===== src/sv/kcd_pkg.sv =====
// shared types and constants for the key click / double click / long press detector
// depends on nothing; used by kcd_core and key_click_double_long_detector
package kcd_pkg;

  localparam int unsigned REG_W = 16;
  localparam int unsigned CFG_INDEX_W = 8;

  // configuration register indexes
  localparam logic [CFG_INDEX_W-1:0] REG_SCAN_PERIOD = 8'd0;
  localparam logic [CFG_INDEX_W-1:0] REG_DOUBLE_WINDOW = 8'd1;
  localparam logic [CFG_INDEX_W-1:0] REG_LONG_TIME = 8'd2;
  localparam logic [CFG_INDEX_W-1:0] REG_ACTIVE_LEVEL = 8'd3;

  // reset values of the configuration registers
  localparam logic [REG_W-1:0] RST_SCAN_PERIOD = 16'd10;
  localparam logic [REG_W-1:0] RST_DOUBLE_WINDOW = 16'd200;
  localparam logic [REG_W-1:0] RST_LONG_TIME = 16'd2000;
  localparam logic RST_ACTIVE_LEVEL = 1'b0;

  typedef enum logic [1:0] {
    KEY_UP           = 2'd0,
    KEY_PRESS_BOUNCE = 2'd1,
    KEY_HELD         = 2'd2,
    KEY_UP_BOUNCE    = 2'd3
  } key_state_t;

  typedef struct packed {
    logic [REG_W-1:0] scan_period;
    logic [REG_W-1:0] double_window;
    logic [REG_W-1:0] long_time;
    logic             active_level;
  } cfg_t;

  typedef struct packed {
    logic click;
    logic dbl_click;
    logic long_press;
  } evt_t;

endpackage


===== src/sv/kcd_core.sv =====
// debounce state machine and tick counters for one key
// depends on kcd_pkg (key_state_t, cfg_t, evt_t)
module kcd_core #(
  parameter int unsigned COUNT_WIDTH = 16
) (
  input  logic          clk,
  input  logic          rst,
  input  logic          step,
  input  logic          key_level,
  input  kcd_pkg::cfg_t cfg,
  output kcd_pkg::evt_t evt
);

  localparam int unsigned CMP_W = (COUNT_WIDTH > kcd_pkg::REG_W) ? COUNT_WIDTH : kcd_pkg::REG_W;

  kcd_pkg::key_state_t key_state, key_state_next;
  logic [COUNT_WIDTH-1:0] scan_count, since_press_count, hold_count;
  logic [COUNT_WIDTH-1:0] scan_inc, since_inc, hold_inc;
  logic press_pending, double_seen;

  logic pressed, scan_hit, since_hit, hold_hit, confirm;

  // saturating increments
  assign scan_inc  = (&scan_count) ? scan_count : scan_count + 1'b1;
  assign since_inc = (&since_press_count) ? since_press_count : since_press_count + 1'b1;
  assign hold_inc  = (&hold_count) ? hold_count : hold_count + 1'b1;

  assign pressed   = (key_level == cfg.active_level);
  assign scan_hit  = CMP_W'(scan_inc) >= CMP_W'(cfg.scan_period);
  assign since_hit = CMP_W'(since_inc) >= CMP_W'(cfg.double_window);
  assign hold_hit  = CMP_W'(hold_inc) >= CMP_W'(cfg.long_time);

  always_comb begin
    key_state_next = key_state;
    if (scan_hit) begin
      case (key_state)
        kcd_pkg::KEY_UP: begin
          if (pressed) key_state_next = kcd_pkg::KEY_PRESS_BOUNCE;
        end
        kcd_pkg::KEY_PRESS_BOUNCE: begin
          if (pressed) key_state_next = kcd_pkg::KEY_HELD;
        end
        kcd_pkg::KEY_HELD: begin
          if (!pressed || (!double_seen && hold_hit)) key_state_next = kcd_pkg::KEY_UP_BOUNCE;
        end
        kcd_pkg::KEY_UP_BOUNCE: begin
          if (!pressed) key_state_next = kcd_pkg::KEY_UP;
        end
        default: key_state_next = kcd_pkg::KEY_UP;
      endcase
    end
  end

  always_comb begin
    evt     = '0;
    confirm = 1'b0;
    if (scan_hit) begin
      case (key_state)
        kcd_pkg::KEY_UP: begin
          evt.click = !pressed && press_pending && since_hit;
        end
        kcd_pkg::KEY_PRESS_BOUNCE: begin
          confirm       = pressed;
          evt.dbl_click = pressed && press_pending;
        end
        kcd_pkg::KEY_HELD: begin
          evt.long_press = pressed && !double_seen && hold_hit;
        end
        default: begin
          evt = '0;
        end
      endcase
    end
  end

  always_ff @(posedge clk) begin
    if (rst) begin
      key_state         <= kcd_pkg::KEY_UP;
      scan_count        <= '0;
      since_press_count <= '0;
      hold_count        <= '0;
      press_pending     <= 1'b0;
      double_seen       <= 1'b0;
    end else if (step) begin
      key_state         <= key_state_next;
      scan_count        <= scan_hit ? '0 : scan_inc;
      since_press_count <= confirm ? '0 : since_inc;
      hold_count        <= confirm ? '0 : hold_inc;
      if (confirm) begin
        // second press clears pending and marks the double; first press arms it
        press_pending <= !press_pending;
        double_seen   <= press_pending;
      end else if (evt.click || evt.long_press) begin
        press_pending <= 1'b0;
      end
    end
  end

endmodule


===== src/sv/key_click_double_long_detector.sv =====
// top level of the key click / double click / long press detector
// depends on kcd_pkg and kcd_core
//
// usage:
//   s_* stream: one word per tick, s_tdata[0] is the raw key pin level
//   m_* stream: one word per input word, m_tdata bits from low up are
//     click, dbl_click, long_press, event_res (any of the three)
//   cfg_* channel: register writes, cfg_index selects scan period (0),
//     double click window (1), long press time (2), active level (3);
//     other indexes are ignored; cfg_ready is always high
// output: the result word is registered and appears in the cycle after its tick word is taken
// throughput: one word per cycle; the input is taken whenever the output
//   register is empty or its word is being taken in the same cycle
// stall: when the receiver holds m_tready low the result word stays put
//   and s_tready drops, so no tick is lost or counted twice
// reset: rst (synchronous) puts the key machine in the up state, clears all
//   counters and flags, empties the output register and restores the
//   register defaults 10, 200, 2000 and active low
module key_click_double_long_detector #(
  parameter int unsigned COUNT_WIDTH = 16
) (
  input  logic                             clk,
  input  logic                             rst,
  input  logic                             s_tvalid,
  output logic                             s_tready,
  input  logic [7:0]                       s_tdata,   // key_level, zero fill
  output logic                             m_tvalid,
  input  logic                             m_tready,
  output logic [7:0]                       m_tdata,   // click, dbl_click, long_press,
                                                      // event_res, zero fill
  input  logic                             cfg_valid,
  output logic                             cfg_ready,
  input  logic [kcd_pkg::CFG_INDEX_W-1:0]  cfg_index,
  input  logic [kcd_pkg::REG_W-1:0]        cfg_data
);

  kcd_pkg::cfg_t cfg;
  kcd_pkg::evt_t evt;
  logic          step;

  // input taken when the output register is free or draining
  assign s_tready  = !m_tvalid || m_tready;
  assign step      = s_tvalid && s_tready;
  assign cfg_ready = 1'b1;

  // configuration registers
  always_ff @(posedge clk) begin
    if (rst) begin
      cfg.scan_period   <= kcd_pkg::RST_SCAN_PERIOD;
      cfg.double_window <= kcd_pkg::RST_DOUBLE_WINDOW;
      cfg.long_time     <= kcd_pkg::RST_LONG_TIME;
      cfg.active_level  <= kcd_pkg::RST_ACTIVE_LEVEL;
    end else if (cfg_valid && cfg_ready) begin
      case (cfg_index)
        kcd_pkg::REG_SCAN_PERIOD:   cfg.scan_period   <= cfg_data;
        kcd_pkg::REG_DOUBLE_WINDOW: cfg.double_window <= cfg_data;
        kcd_pkg::REG_LONG_TIME:     cfg.long_time     <= cfg_data;
        kcd_pkg::REG_ACTIVE_LEVEL:  cfg.active_level  <= cfg_data[0];
        default: ;
      endcase
    end
  end

  // counters and key machine, advanced once per accepted tick
  kcd_core #(
    .COUNT_WIDTH(COUNT_WIDTH)
  ) u_core (
    .clk       (clk),
    .rst       (rst),
    .step      (step),
    .key_level (s_tdata[0]),
    .cfg       (cfg),
    .evt       (evt)
  );

  // result register
  always_ff @(posedge clk) begin
    if (rst) begin
      m_tvalid <= 1'b0;
    end else if (step) begin
      m_tvalid <= 1'b1;
    end else if (m_tready) begin
      m_tvalid <= 1'b0;
    end
  end

  always_ff @(posedge clk) begin
    if (step) begin
      m_tdata <= {4'b0000, (evt.click || evt.dbl_click || evt.long_press),
                  evt.long_press, evt.dbl_click, evt.click};
    end
  end

endmodule


===== config.mk =====
export PLATFORM = sky130hd
export DESIGN_NAME = key_click_double_long_detector
export DESIGN_NICKNAME = d
export VERILOG_FILES = /design/src/sv/kcd_pkg.sv /design/src/sv/kcd_core.sv /design/src/sv/key_click_double_long_detector.sv
export SDC_FILE = /design/constraint.sdc
export NUM_CORES = 1
export LEC_CHECK = 0
export ABC_CLOCK_PERIOD_IN_PS = 3800
export BUFFER_PORTS_ARGS = -buffer_cell sky130_fd_sc_hd__buf_2
export CORE_MARGIN = 1
export CORE_UTILIZATION = 40
export DETAILED_ROUTE_END_ITERATION = 7
export PLACE_DENSITY = 0.56
export SLEW_MARGIN = 20
export SYNTH_ARGS = -nofsm -noshare
export SYNTH_HDL_FRONTEND = slang
export SYNTH_SLANG_ARGS = --single-unit

===== constraint.sdc =====
create_clock -name clk -period 3.8 [get_ports clk]
set_clock_uncertainty 0.2 [all_clocks]
set_input_delay 0.38 -clock clk [delete_from_list [all_inputs] [get_ports clk]]
set_output_delay 0.38 -clock clk [all_outputs]
set_load 0.01 [all_outputs]

==> results.json <==
{
  "dp_slack_ns": -0.3319,
  "async_reset_ff_frac": 0,
  "crit_path_frequent_cell": "nand4_1",
  "rows": 45,
  "synthCells": 807,
  "ios": 48,
  "powerDensity_mw_per_mm2": 275.8,
  "grt_max_degree": 41,
  "yosysWarnings": 0,
  "placed_cells_incl_taps": 1096,
  "drtIter0Drc": 378,
  "port_buffers": 35,
  "syn_area_per_cell_um2": 7.969,
  "nNetsFinal": 1019,
  "startpoint_type": "flip-flop",
  "crit_path_cell_trace": "and4_1 -> nand4_1 -> buf_4 -> nor3_2 -> nand4_1 -> mux2_4 -> ha_4 -> nand4_1 -> or2_4 -> o41ai_4 -> clkbuf_16 -> a21oi_4 -> buf_6 -> buf_6 -> a32o_1",
  "cts-root-buf": "clkbuf_16",
  "postCtsHoldBufs": 0,
  "ys_seq_area_frac": 0.3362,
  "max_slew_margin": 0.3669,
  "crit_type": "reg2reg",
  "path_clk_slew_ns": 0.07,
  "antenna_cells": 0,
  "final_cells": 1143,
  "tightestPinTransition_ns": 0.9429,
  "wirelength_mm": 18.77,
  "crit_arrival_ns": 3.94,
  "crit_slowest_cell": "o41ai_4",
  "endpoint_kind": "flip-flop",
  "area_delta_synth_final_pct": 29.24,
  "p_leak_nw": 3.444,
  "clock_latency_ns": 0.36,
  "grt.total_usage": 0.2293,
  "worst_ir_drop_vdd_mv": 0.2170,
  "synthFlopType": "dfxtp_1",
  "initial_utilization": 0.4169,
  "wl_per_cell_um": 16.42,
  "cts-htree-levels": 3,
  "violations": "negative setup slack",
  "die_h_um": 128.8,
  "gp_congestion": 0.8729,
  "cts_tree": "done",
  "dr.pass1.iters": 5,
  "synth.area.top_cells": "dfxtp_1, ha_1, nand2_1, a21oi_1, inv_1",
  "finalSetupTns_ns": -0.5445,
  "worst_ep_required_time_ns": 3.86,
  "drv_slew": 0,
  "fmax_mhz": 257.3,
  "max_cap_viol_count": 0,
  "synth-seq-cells": 106,
  "synth.distinct_cells": 68,
  "period_needed_ns": 3.886,
  "finish.utilization": 0.5388,
  "hp-class": "in2reg",
  "clock_sink_count": 106,
  "drive_above_1_share": 0.2758,
  "synth_area_mm2": 0.006431,
  "p_total_mw": 2.292,
  "status": "finished with violations",
  "synth_top_cell_by_area": "dfxtp_1",
  "dieArea_mm2": 0.01659,
  "design.core.area_mm2": 0.01543,
  "dp_hpwl_mm": 13.29,
  "max_stage_delay_ns": 0.43,
  "grt_pass1_wl_mm": 29.35,
  "hold_viol": 0,
  "vias": 6198,
  "ant_nets": 0,
  "rsz0062_at_grt": "yes",
  "period_share": 1.023,
  "cts_max_path_buffers": 2,
  "antenna_found_initial": 0,
  "synth_edf_count": 4,
  "drc": 0,
  "grt_overflow": 0,
  "vias_per_cell": 5.423,
  "finalSetupViolations": 12,
  "yosysTopAreaCellShare": 0.3175,
  "grt_pass1_vias": 5866,
  "fp.dieW_um": 128.8,
  "path_max_fanout": 5,
  "cts_buffers": 9,
  "worst_slack_ns": -0.08637
}
[repair_timing]
action                     4_1_cts  5_1_grt
pin swaps                       48       55
setup endpoints to repair       45       54
cloned                           1        2
gates resized for setup         58       52
setup buffers                   17       14
[synthesized netlist by cell type, types with 7 or more instances]
cell / n
xor2_1: 13
buf_2: 10
nand3_1: 41
nor2_1: 57
inv_1: 60
clkbuf_1: 21
o21a_1: 8
mux2i_1: 18
a31oi_1: 7
o211ai_1: 11
and3_1: 12
o21ai_0: 23
dfxtp_1: 102
a32o_1: 10
nand4_1: 16
a21oi_1: 72
buf_4: 9
ha_1: 55
nand2_1: 117
xnor2_1: 17
nor3_1: 20
nor4_1: 7
[path summary, 6_finish.rpt]
kind	start	end	slack (ns)	cells after the start
hold reg to reg	cfg[27]	cfg[27]	0.25	2
setup / recovery	u_core.scan_count[6]	u_core.hold_count[1]	-0.09	15
setup reg to reg	u_core.scan_count[6]	u_core.hold_count[1]	-0.09	15
hold / removal	s_tvalid	m_tvalid	0.06	3
[cells by family (layout without fill, tap and decap cells)]
kind of cell,after synthesis,after routing,synth area share
fa+ha+maj,55,55,0.1070
flops,106,106,0.3362
compound gates,169,169,0.1695
xor+xnor,30,30,0.04086
simple gates,318,319,0.2358
mux,21,21,0.03327
other cells,2,5,0.001168
buf+inv,106,227,0.07626
[routing by layer]
layer | track usage | vias up | part of all wire | wire length (um)
met5 | 0 | - | 0 | 0
met4 | 0.08581 | 0 | 0.013 | 247
met3 | 0.02412 | 18 | 0.043 | 803
met2 | 0.3758 | 157 | 0.47 | 8826
met1 | 0.3110 | 2958 | 0.47 | 8887
li1 | - | 3065 | - | -
[stage by stage]
stage               area, um2  hold slack, ns
finish                   8312         0.05711
floorplan                6485          0.2319
CTS                      8003         0.04722
global placement         7337          0.2461
detailed placement       7337          0.2469
global route             8312         0.09266
[critical path: cells and delay by family, from the launching register on]
kind / cells / cell delay, ns
compound gates: 3 / 0.76
fa+ha+maj: 1 / 0.27
buf+inv: 4 / 0.66
flops: 1 / 0.36
mux: 1 / 0.37
simple gates: 6 / 1.14
[cells in the final DEF (no fill, tap or decap), types with 9 or more instances in the layout]
cell type / instances
dfxtp_2: 9
inv_1: 59
ha_1: 51
nand4_1: 16
buf_2: 35
a32o_1: 10
clkbuf_16: 11
nand3_1: 40
a21oi_2: 11
nand2_1: 112
nor3_1: 13
xnor2_1: 16
buf_4: 102
o21ai_0: 12
a21oi_1: 61
xor2_1: 12
o21ai_2: 11
mux2i_1: 18
o211ai_1: 11
nor2_1: 54
dfxtp_1: 91
[power by group]
part / total [mW] / internal, mW / switching, mW
clock: 0.987 / 0.533 / 0.453
combinational: 0.177 / 0.0631 / 0.114
sequential: 1.13 / 1.12 / 0.00501
[state kept, by name, indices dropped and copies added (netlist names)]
signal / flops
m_tdata: 4
u_core.double_seen: 1
u_core.scan_count: 16
cfg: 49
m_tvalid: 1
u_core.key_state: 2
u_core.hold_count: 16
u_core.press_pending: 1
u_core.since_press_count: 16
[cell type report]
class	instances	area (um2)
fill	1474	7116
multi-input combinational	599	4189
sequential	106	2181
timing repair buffer	151	1151
tap	211	264.0
clock buffer	11	242.7
inverter	60	225.2
clock inverter	5	58.81
Note: power is estimated with default switching activity, not from simulation.
